<file path="config.mk">
export PLATFORM = sky130hd
export DESIGN_NAME = thermal_video_segment_assembler_unit
export DESIGN_NICKNAME = d
export VERILOG_FILES = /design/src/tvsa_pkg.sv /design/src/thermal_video_segment_assembler_unit.sv
export SDC_FILE = /design/constraint.sdc
export NUM_CORES = 1
export LEC_CHECK = 0
export BUFFER_PORTS_ARGS = -buffer_cell sky130_fd_sc_hd__buf_2
export CAP_MARGIN = 15
export CORE_MARGIN = 5
export CORE_UTILIZATION = 50
export DETAILED_ROUTE_END_ITERATION = 6
export GPL_TIMING_DRIVEN = 0
export PLACE_DENSITY = 0.7
export SYNTH_ARGS = -nofsm -noshare
export SYNTH_HDL_FRONTEND = slang
export SYNTH_SLANG_ARGS = --single-unit
</file>
<file path="constraint.sdc">
create_clock -name clk_i -period 5.5 [get_ports clk_i]
set_input_delay 1.1 -clock clk_i [delete_from_list [all_inputs] [get_ports clk_i]]
set_output_delay 1.1 -clock clk_i [all_outputs]
set_load 0.05 [all_outputs]
</file>
<file path="src/tvsa_pkg.sv">
`timescale 1ns / 1ps
// ----------------------------------------------------------------------------
// tvsa_pkg
// Shared types and constants for the thermal video segment assembler.
// ----------------------------------------------------------------------------
package tvsa_pkg;

  // frame geometry and packet format
  localparam int unsigned FrameWidth      = 160;
  localparam int unsigned PacketBytes     = 164;
  localparam int unsigned SegmentCount    = 4;
  localparam int unsigned LinesPerSegment = 60;

  localparam int unsigned HalfWidth    = FrameWidth / 2;
  localparam int unsigned SegmentWords = LinesPerSegment * HalfWidth;

  localparam int unsigned AddrW = 15;
  localparam int unsigned PixW  = 16;

  localparam logic [7:0] SegLine      = 8'd20;
  localparam logic [7:0] LastLine     = 8'(LinesPerSegment - 1);
  localparam logic [7:0] NoLine       = 8'd255;
  localparam logic [7:0] LastByteIdx  = 8'(PacketBytes - 1);
  localparam logic [7:0] PacketBytesC = 8'(PacketBytes);
  localparam logic [7:0] PayloadIdx   = 8'd4;
  localparam logic [3:0] DiscardNib   = 4'hF;
  localparam logic [2:0] FirstSegment = 3'd1;
  localparam logic [3:0] SegCountC    = 4'(SegmentCount);

  typedef enum logic [1:0] {
    MODE_START   = 2'd0,
    MODE_BYTE    = 2'd1,
    MODE_TIMEOUT = 2'd2
  } mode_e;

  typedef struct packed {
    logic [1:0] mode;
    logic [7:0] data_byte;
    logic       packet_start;
  } in_t;

  typedef struct packed {
    logic             write_valid;
    logic [AddrW-1:0] pixel_address;
    logic [PixW-1:0]  pixel_value;
    logic             frame_done;
    logic             transfer_ended;
  } out_t;

endpackage

</file>
<file path="src/thermal_video_segment_assembler_unit.sv">
`timescale 1ns / 1ps
// ----------------------------------------------------------------------------
// thermal_video_segment_assembler_unit
// Reassembles camera packet bytes into pixel writes of a four-segment frame.
// ----------------------------------------------------------------------------
// Usage:
//   The input channel carries one transaction per link event: a segment start,
//   a packet byte, or a transfer timeout. A transaction is taken at a rising
//   edge where in_valid_i is high and in_stall_o is low.
//   The output channel carries at most one result per input transaction: a
//   pixel write, a frame done flag and/or a transfer ended flag. Events that
//   cause nothing produce no output transaction.
//   The result of a transaction is presented on out_valid_o the cycle after it
//   is taken. Throughput is one transaction per cycle while the receiver does
//   not stall; the per-byte state update and the address math (two constant
//   multiplies and two adds) sit between the input and the output register.
//   When the receiver stalls, the result holds in the output register and
//   in_stall_o is raised until it is taken; new transactions continue as soon
//   as the output register frees up in that same cycle.
//   Reset clears the output valid flag and puts the assembler at segment one,
//   outside any transfer, with no valid region found yet.
// ----------------------------------------------------------------------------
module thermal_video_segment_assembler_unit (
  input  logic            clk_i,
  input  logic            rst_ni,
  input  logic            in_valid_i,
  output logic            in_stall_o,
  input  tvsa_pkg::in_t   in_data_i,
  output logic            out_valid_o,
  input  logic            out_stall_i,
  output tvsa_pkg::out_t  out_data_o
);

  logic [2:0] current_segment_q, current_segment_d;
  logic       valid_region_q, valid_region_d;
  logic       before_valid_q, before_valid_d;
  logic [7:0] previous_line_q, previous_line_d;
  logic       transfer_active_q, transfer_active_d;
  logic [7:0] byte_position_q, byte_position_d;
  logic       packet_discard_q, packet_discard_d;
  logic [7:0] packet_line_q, packet_line_d;
  logic [3:0] packet_segment_q, packet_segment_d;
  logic [7:0] high_byte_hold_q, high_byte_hold_d;
  logic       copy_enable_q, copy_enable_d;

  logic           out_valid_q, out_valid_d;
  tvsa_pkg::out_t out_data_q, out_data_d;

  logic       in_accept;
  logic       res_valid;
  logic       wv, fd, te;
  logic [7:0] idx;
  logic [7:0] word_idx;
  logic [2:0] seg_base;
  logic [tvsa_pkg::AddrW-1:0] addr;

  assign in_stall_o  = out_valid_q & out_stall_i;
  assign in_accept   = in_valid_i & ~in_stall_o;
  assign out_valid_o = out_valid_q;
  assign out_data_o  = out_data_q;

  assign seg_base = current_segment_q - 3'd1;
  assign word_idx = (idx - 8'd5) >> 1;
  assign addr = tvsa_pkg::AddrW'(seg_base) * tvsa_pkg::AddrW'(tvsa_pkg::SegmentWords)
              + tvsa_pkg::AddrW'(packet_line_q) * tvsa_pkg::AddrW'(tvsa_pkg::HalfWidth)
              + tvsa_pkg::AddrW'(word_idx);

  always_comb begin
    current_segment_d = current_segment_q;
    valid_region_d    = valid_region_q;
    before_valid_d    = before_valid_q;
    previous_line_d   = previous_line_q;
    transfer_active_d = transfer_active_q;
    byte_position_d   = byte_position_q;
    packet_discard_d  = packet_discard_q;
    packet_line_d     = packet_line_q;
    packet_segment_d  = packet_segment_q;
    high_byte_hold_d  = high_byte_hold_q;
    copy_enable_d     = copy_enable_q;
    wv  = 1'b0;
    fd  = 1'b0;
    te  = 1'b0;
    idx = in_data_i.packet_start ? 8'd0 : byte_position_q;

    if (in_accept) begin
      case (in_data_i.mode)
        tvsa_pkg::MODE_START: begin
          transfer_active_d = 1'b1;
          before_valid_d    = 1'b1;
          previous_line_d   = tvsa_pkg::NoLine;
          byte_position_d   = 8'd0;
          copy_enable_d     = 1'b0;
        end
        tvsa_pkg::MODE_TIMEOUT: begin
          if (transfer_active_q) begin
            transfer_active_d = 1'b0;
            byte_position_d   = 8'd0;
            te                = 1'b1;
          end
        end
        tvsa_pkg::MODE_BYTE: begin
          // continuation bytes need an open packet within its length
          if (transfer_active_q && (in_data_i.packet_start ||
              (byte_position_q != 8'd0 && byte_position_q < tvsa_pkg::PacketBytesC))) begin
            byte_position_d = idx + 8'd1;
            if (idx == 8'd0) begin
              packet_discard_d = in_data_i.data_byte[3:0] == tvsa_pkg::DiscardNib;
              packet_segment_d = in_data_i.data_byte[7:4];
              copy_enable_d    = 1'b0;
              if (in_data_i.data_byte[3:0] == tvsa_pkg::DiscardNib) begin
                byte_position_d = 8'd0;
              end
            end else if (idx == 8'd1) begin
              packet_line_d = in_data_i.data_byte;
              if (in_data_i.data_byte == previous_line_q) begin
                // repeated line closes the transfer
                transfer_active_d = 1'b0;
                byte_position_d   = 8'd0;
                te                = 1'b1;
              end else begin
                if (in_data_i.data_byte == tvsa_pkg::SegLine) begin
                  if (!valid_region_q) begin
                    if (packet_segment_q == 4'd1) begin
                      before_valid_d = 1'b0;
                      valid_region_d = 1'b1;
                    end
                  end else if (packet_segment_q < 4'd2 ||
                               packet_segment_q > tvsa_pkg::SegCountC) begin
                    valid_region_d    = 1'b0;
                    current_segment_d = tvsa_pkg::FirstSegment;
                  end
                end
                copy_enable_d = (before_valid_d | valid_region_d) &&
                                in_data_i.data_byte <= tvsa_pkg::LastLine;
                previous_line_d = in_data_i.data_byte;
              end
            end else if (idx >= tvsa_pkg::PayloadIdx) begin
              if (!idx[0]) begin
                high_byte_hold_d = in_data_i.data_byte;
              end else if (copy_enable_q) begin
                wv = 1'b1;
              end
            end

            if (!te && idx == tvsa_pkg::LastByteIdx) begin
              byte_position_d = 8'd0;
              if (packet_line_d == tvsa_pkg::LastLine) begin
                if (valid_region_d) begin
                  if (current_segment_d < 3'(tvsa_pkg::SegmentCount)) begin
                    current_segment_d = current_segment_d + 3'd1;
                  end else begin
                    fd                = 1'b1;
                    current_segment_d = tvsa_pkg::FirstSegment;
                    valid_region_d    = 1'b0;
                  end
                end
                transfer_active_d = 1'b0;
                te                = 1'b1;
              end
            end
          end
        end
        default: begin
        end
      endcase
    end
  end

  assign res_valid = wv | fd | te;

  always_comb begin
    out_valid_d = out_valid_q & out_stall_i;
    out_data_d  = out_data_q;
    if (in_accept && res_valid) begin
      out_valid_d                = 1'b1;
      out_data_d.write_valid     = wv;
      out_data_d.pixel_address   = wv ? addr : '0;
      out_data_d.pixel_value     = wv ? {high_byte_hold_q, in_data_i.data_byte} : '0;
      out_data_d.frame_done      = fd;
      out_data_d.transfer_ended  = te;
    end
  end

  always_ff @(posedge clk_i or negedge rst_ni) begin
    if (!rst_ni) begin
      current_segment_q <= tvsa_pkg::FirstSegment;
      valid_region_q    <= 1'b0;
      before_valid_q    <= 1'b1;
      previous_line_q   <= tvsa_pkg::NoLine;
      transfer_active_q <= 1'b0;
      byte_position_q   <= 8'd0;
      packet_discard_q  <= 1'b0;
      packet_line_q     <= 8'd0;
      packet_segment_q  <= 4'd0;
      high_byte_hold_q  <= 8'd0;
      copy_enable_q     <= 1'b0;
      out_valid_q       <= 1'b0;
    end else begin
      current_segment_q <= current_segment_d;
      valid_region_q    <= valid_region_d;
      before_valid_q    <= before_valid_d;
      previous_line_q   <= previous_line_d;
      transfer_active_q <= transfer_active_d;
      byte_position_q   <= byte_position_d;
      packet_discard_q  <= packet_discard_d;
      packet_line_q     <= packet_line_d;
      packet_segment_q  <= packet_segment_d;
      high_byte_hold_q  <= high_byte_hold_d;
      copy_enable_q     <= copy_enable_d;
      out_valid_q       <= out_valid_d;
    end
  end

  always_ff @(posedge clk_i) begin
    out_data_q <= out_data_d;
  end

endmodule
</file>
After elaboration in Yosys (flattened, before gate mapping)
Index checks and enable logic that the tools add are counted.

Mux-type cells: 106. Add/sub/neg operators: 6. Order comparisons: 6. Equality and inequality tests: 16. Bitwise gates (word level): 9. Multiply operators: 2. Reduce and logical (&&, ||, !) cells: 20.

Operators by type and width (count): two-way mux 8 bit (17); two-way mux 1 bit (70); two-way mux 3 bit (13); case mux 8 bit (3 select lines) (1); case mux 8 bit (2 select lines) (1); adder 15 bit (1); adder 15 x 7 -> 15 bit (1); multiplier 8 x 3 -> 11 bit, second input constant (1); inequality test 2 bit, second input constant (5); multiplier 3 x 7 -> 9 bit, second input constant (1); adder 8 x 1 -> 8 bit, second input constant (1); == test 8 x 1 -> 1 bit, second input constant (1); == test 8 x 5 -> 1 bit, second input constant (1); == test 8 x 6 -> 1 bit, second input constant (1); == test 8 bit (1); == test 8 bit, second input constant (1); greater-or-equal comparator 8 x 3 -> 1 bit, second input constant (1); <= comparator 8 x 6 -> 1 bit, second input constant (1); logical NOT 8 bit (1); < comparator 8 bit, second input constant (1); AND reduction 4 bit (2); nonzero test 8 bit (1); subtractor 8 x 3 -> 8 bit, second input constant (1); AND reduction 7 bit (1); other kinds (24) (39).

Flip-flop bits (word level): 78. Output and inout port bits: 36. Word-level logic and storage cells: 181. Input bits: 15.

Longest topological paths before layout
Depth in word-level cells: 27. Depth in mapped cells: 17. Depth with buffers taken out: 16.

Worst setup path after synthesis
Ideal clock, no wire load.

Kind: input to register. Start point: input port in_data_i[7] (netlist bit). End point: register out_data_q, in the netlist out_data_o[0] (enable). Cell stages on the path: 8. Arrival time: 4.106 ns. Library setup time: 0.425 ns. Setup slack: 0.968 ns. Required time: 5.075 ns. Buffers on the path: 1. Cell sequence: clkbuf_1 > or4b_2 > nor3_1 > mux2i_1 > nor2_1 > o21a_1 > a41oi_1 > nor2_1.

Cells in the longest elaborated chain, start to end: 23. Elaborated cells on any way between the ends: 52. Those cells by class: order compare (1); eq/ne (3); mux (43); bitwise (2); reduce/logical (3).

Ends and longest elaborated chain: start, declared (line thermal_video_segment_assembler_unit.sv:28) `input tvsa_pkg::in_t in_data_i,`; == test 8 x 5 -> 1 bit (line thermal_video_segment_assembler_unit.sv:121) `if (in_data_i.data_byte == tvsa_pkg::SegLine) begin`; two-way mux 1 bit (line thermal_video_segment_assembler_unit.sv:121); two-way mux 1 bit (line thermal_video_segment_assembler_unit.sv:115) `if (in_data_i.data_byte == previous_line_q) begin`; two-way mux 1 bit (line thermal_video_segment_assembler_unit.sv:113) `end else if (idx == 8'd1) begin`; two-way mux 1 bit (line thermal_video_segment_assembler_unit.sv:106) `if (idx == 8'd0) begin`; two-way mux 1 bit (line thermal_video_segment_assembler_unit.sv:103) `if (transfer_active_q && (in_data_i.packet_start ||`; two-way mux 1 bit (line thermal_video_segment_assembler_unit.sv:86) `case (in_data_i.mode)`; two-way mux 1 bit (line thermal_video_segment_assembler_unit.sv:85) `if (in_accept) begin`; [7 not listed]; two-way mux 1 bit (line thermal_video_segment_assembler_unit.sv:147) `if (packet_line_d == tvsa_pkg::LastLine) begin`; two-way mux 1 bit (line thermal_video_segment_assembler_unit.sv:145) `if (!te && idx == tvsa_pkg::LastByteIdx) begin`; two-way mux 1 bit (line thermal_video_segment_assembler_unit.sv:103); two-way mux 1 bit (line thermal_video_segment_assembler_unit.sv:86); two-way mux 1 bit (line thermal_video_segment_assembler_unit.sv:85); bitwise OR 1 bit (line thermal_video_segment_assembler_unit.sv:169) `assign res_valid = wv | fd | te;`; bitwise OR 1 bit (*) (line thermal_video_segment_assembler_unit.sv:169); logical AND 1 bit (*) (line thermal_video_segment_assembler_unit.sv:174) `if (in_accept && res_valid) begin`; end signal, assigned (line thermal_video_segment_assembler_unit.sv:215) `out_data_q <= out_data_d;`; end, declared (line thermal_video_segment_assembler_unit.sv:47) `tvsa_pkg::out_t out_data_q, out_data_d;`.

Mark *: on every way between the ends. The rest lies on a longest branch, timed or not. The select of a mux whose other input is x is not followed. A chain may end at the register's enable or synchronous reset.

Final worst setup path
Start point: register current_segment_q[0]. End point: register out_data_q, in the netlist out_data_o[32], data pin.

Cells in the longest elaborated chain, start to end: 4.

Ends and longest elaborated chain: start, declared (line thermal_video_segment_assembler_unit.sv:34) `logic [2:0] current_segment_q, current_segment_d;`; start signal, assigned (line thermal_video_segment_assembler_unit.sv:186) `current_segment_q <= tvsa_pkg::FirstSegment;`; start signal, assigned (line thermal_video_segment_assembler_unit.sv:199) `current_segment_q <= current_segment_d;`; subtractor 3 x 1 -> 3 bit (line thermal_video_segment_assembler_unit.sv:62) `assign seg_base = current_segment_q - 3'd1;`; multiplier 3 x 7 -> 9 bit (line thermal_video_segment_assembler_unit.sv:64) `assign addr = tvsa_pkg::AddrW'(seg_base) * tvsa_pkg::AddrW'(tvsa_pkg::SegmentWords)`; adder 15 bit (line thermal_video_segment_assembler_unit.sv:65) `+ tvsa_pkg::AddrW'(packet_line_q) * tvsa_pkg::AddrW'(tvsa_pkg::HalfWidth)`; adder 15 x 7 -> 15 bit (line thermal_video_segment_assembler_unit.sv:66) `+ tvsa_pkg::AddrW'(word_idx);`.

No other way between the ends.

==> results.sh <==
export IMPL_synth_seq_cells=78
export IMPL_timing_hold_ws_ns=0.4891
export IMPL_numCtsBuffers=9
export IMPL_num_vias=3536
export IMPL_final_cell_mix="buf_2, ha_1, nand2_1"
export IMPL_maxSlewHeadroom_pct=33.32
export IMPL_required_ns=5.61
export IMPL_end_kind="flip-flop"
export IMPL_cts_sinks=78
export IMPL_cp_max_fo=7
export IMPL_finalSetupTns_ns=0
export IMPL_rrSetupSlack_ns=1.0
export IMPL_antennaDiodeCount=0
export IMPL_cp_start_kind="flip-flop"
export IMPL_setup_viol=0
export IMPL_dp_cells=628
export IMPL_avgSynthCellArea_sq_um=10.56
export IMPL_multi_input_area_sq_um=2494
export IMPL_final_antenna_net_count=0
export IMPL_cts_tree="done"
export IMPL_grt_first_pass_wirelength_um=16530
export IMPL_post_cts_buffers=0
export IMPL_grt_antenna_before_repair=0
export IMPL_tightest_slew_ns=1.000
export IMPL_area_growth_pct=13.34
export IMPL_start_util_pct=51.31
export IMPL_grt_max_degree=45
export IMPL_crit_type="reg -> reg"
export IMPL_coreArea_sq_um=9284
export IMPL_insertion_delay_ns=0.36
export IMPL_cts_root_buf="clkbuf_8"
export IMPL_cts_hold_repair_buffers=0
export IMPL_dieArea_sq_um=11580
export IMPL_drv_slew=0
export IMPL_final_common_cell="buf_2"
export IMPL_timing_final_crit_share_pct=81.88
export IMPL_fin_worst_skew_ns=0.01564
export IMPL_cap_violations=0
export IMPL_die_y_um=107.6
export IMPL_drive_gt1_share_pct=20.97
export IMPL_rsz0062_at_grt="no"
export IMPL_syn_inst=451
export IMPL_p_per_area_nw_per_um2=271.4
export IMPL_htree_levels=3
export IMPL_drt_first_iter_violations=249
export IMPL_synth_cell_type_count=63
export IMPL_grt_pass1_vias=3469
export IMPL_regArea_sq_um=2135
export IMPL_dr_pass1_iters=4
export IMPL_netlist_area_sq_um=4763
export IMPL_vdd_drop_max_mv=0.1418
export IMPL_finalNonFillerCells=644
export IMPL_via_per_inst=5.491
export IMPL_synth_seq_area_share_pct=44.81
export IMPL_hp_class="reg -> reg"
export IMPL_final_core_util_pct=58.15
export IMPL_cts_resized=0
export IMPL_grt_overflow=0
export IMPL_fp_dieW_um=107.6
export IMPL_fillers=811
export IMPL_p_leak_nw=2.498
export IMPL_drc=0
export IMPL_cts_clk_slew_worst_paths_ns=0.09
export IMPL_ys_warn_count=0
export IMPL_synth_edf_count=34
export IMPL_cp_arrival_ns=4.61
export IMPL_hpwl_um=7294
export IMPL_routabilityCongestion=0.9016
export IMPL_ctsLongestPathBuffers=2
export IMPL_row_count=35
export IMPL_port_buffers=48
export IMPL_synth_main_ff_cell="edfxtp_1"
export IMPL_status="complete, no violations"
export IMPL_routedWlPerCell_um=15.52
export IMPL_synth_net_count=509
export IMPL_wl_um=9995
export IMPL_ios=51
export IMPL_clock_fmax_mhz=222.0
export IMPL_period_needed_ns=4.504
export IMPL_ys_async_sr_fraction_pct=56.41
export IMPL_layout_nets=568
export IMPL_hold_viol=0
export IMPL_grtUsageTotal_pct=18.05
registers in the layout (all words and copies together) (netlist names):
name,cells
previous_line_q,8
packet_line_q,8
copy_enable_q,1
packet_segment_q,4
out_valid_o,1
transfer_active_q,1
out_data_o,34
current_segment_q,3
before_valid_q,1
high_byte_hold_q,8
valid_region_q,1
byte_position_q,8
metal layers:
layer | track usage [%] | up-vias | part of all wire [%]
met1 | 23.32 | 1704 | 46
met3 | 4.199 | 22 | 3.6
met4 | 6.222 | 0 | 2.6
met2 | 29.75 | 78 | 48
met5 | 0 | - | 0
li1 | - | 1732 | -
cell usage after synthesis (2+ instances only):
cell	count	area, sq um
a21oi_1	14	70.07
a22o_1	2	17.52
a22oi_1	2	15.01
a31oi_1	3	18.77
a32o_1	4	40.04
and2_1	26	162.7
and3_1	2	12.51
buf_2	3	15.01
clkbuf_1	10	37.54
dfrtp_1	34	850.8
dfstp_2	10	262.8
edfxtp_1	34	1021
fa_1	3	60.06
ha_1	40	500.5
inv_1	22	82.58
mux2_2	20	225.2
mux2i_1	6	60.06
nand2_1	39	146.4
nand2b_1	3	18.77
nand3_1	5	25.02
nand4_1	2	12.51
nor2_1	31	116.4
nor2b_1	17	106.4
nor3_1	5	25.02
nor4_1	6	37.54
o21a_1	5	37.54
o21ai_0	29	145.1
o21bai_1	5	37.54
o41ai_1	2	17.52
or3_1	5	31.28
or4_1	3	22.52
xnor2_1	11	96.34
xor2_1	18	157.7
worst paths after layout:
path                                             end                 start  depth (start not counted)
worst max-delay path                  out_data_o[32]  current_segment_q[0]                         17
worst min-delay path              previous_line_q[3]    previous_line_q[3]                          2
worst max register to register        out_data_o[32]  current_segment_q[0]                         17
worst min register to register    previous_line_q[3]    previous_line_q[3]                          2
max in group asynchronous       current_segment_q[2]                rst_ni                          1
min in group asynchronous                out_valid_o                rst_ni                          1
cells by family after synthesis:
kind of cell / Yosys count / synth area share, %
AOI/OAI and AO/OA: 83 / 11.56
buffers and inverters: 36 / 2.995
adders and majority gates: 43 / 11.77
xor gates and xnor gates: 29 / 5.332
DFF: 78 / 44.81
muxes: 26 / 5.989
and+or+nand+nor: 156 / 17.55
layout make-up:
class | count | area share [%]
Multi-Input combinational cell | 337 | 46.19
Buffer | 14 | 1.112
Sequential cell | 78 | 39.54
Clock buffer | 9 | 2.294
Clock inverter | 7 | 1.900
Timing Repair Buffer | 48 | 4.450
Tap cell | 129 | 2.990
Inverter | 22 | 1.530
stage by stage:
step	setup WS (ns)	power, W	instance area [sq um]
after CTS	1.006	0.001475	5399
after floorplan	0.9684	0.0008992	4763
after global routing	0.7335	0.001541	5399
after global placement	-0.2035	0.0009606	5165
final	0.9964	0.001465	5399
after detailed placement	1.007	0.0009732	5172
where the power goes:
part	internal [W]	switching, W
Combinational	0.000117	0.000135
Sequential	0.000667	0.0000418
Clock	0.000263	0.000242
worst max-delay path, stage by stage, from the launching register on:
cell and delay, ns:
dfstp_2 0.52, clkbuf_1 0.27, inv_1 0.22, ha_1 0.29, xor2_1 0.37, ha_1 0.31, ha_1 0.20, a22oi_1 0.19
o31a_1 0.16, o21ai_0 0.10, xor2_1 0.16, ha_1 0.31, ha_1 0.31, nor2_1 0.06, or3_1 0.38, o21ai_0 0.22
xnor2_1 0.14, nor2_1 0.05
(Power assumes the default switching activity.)
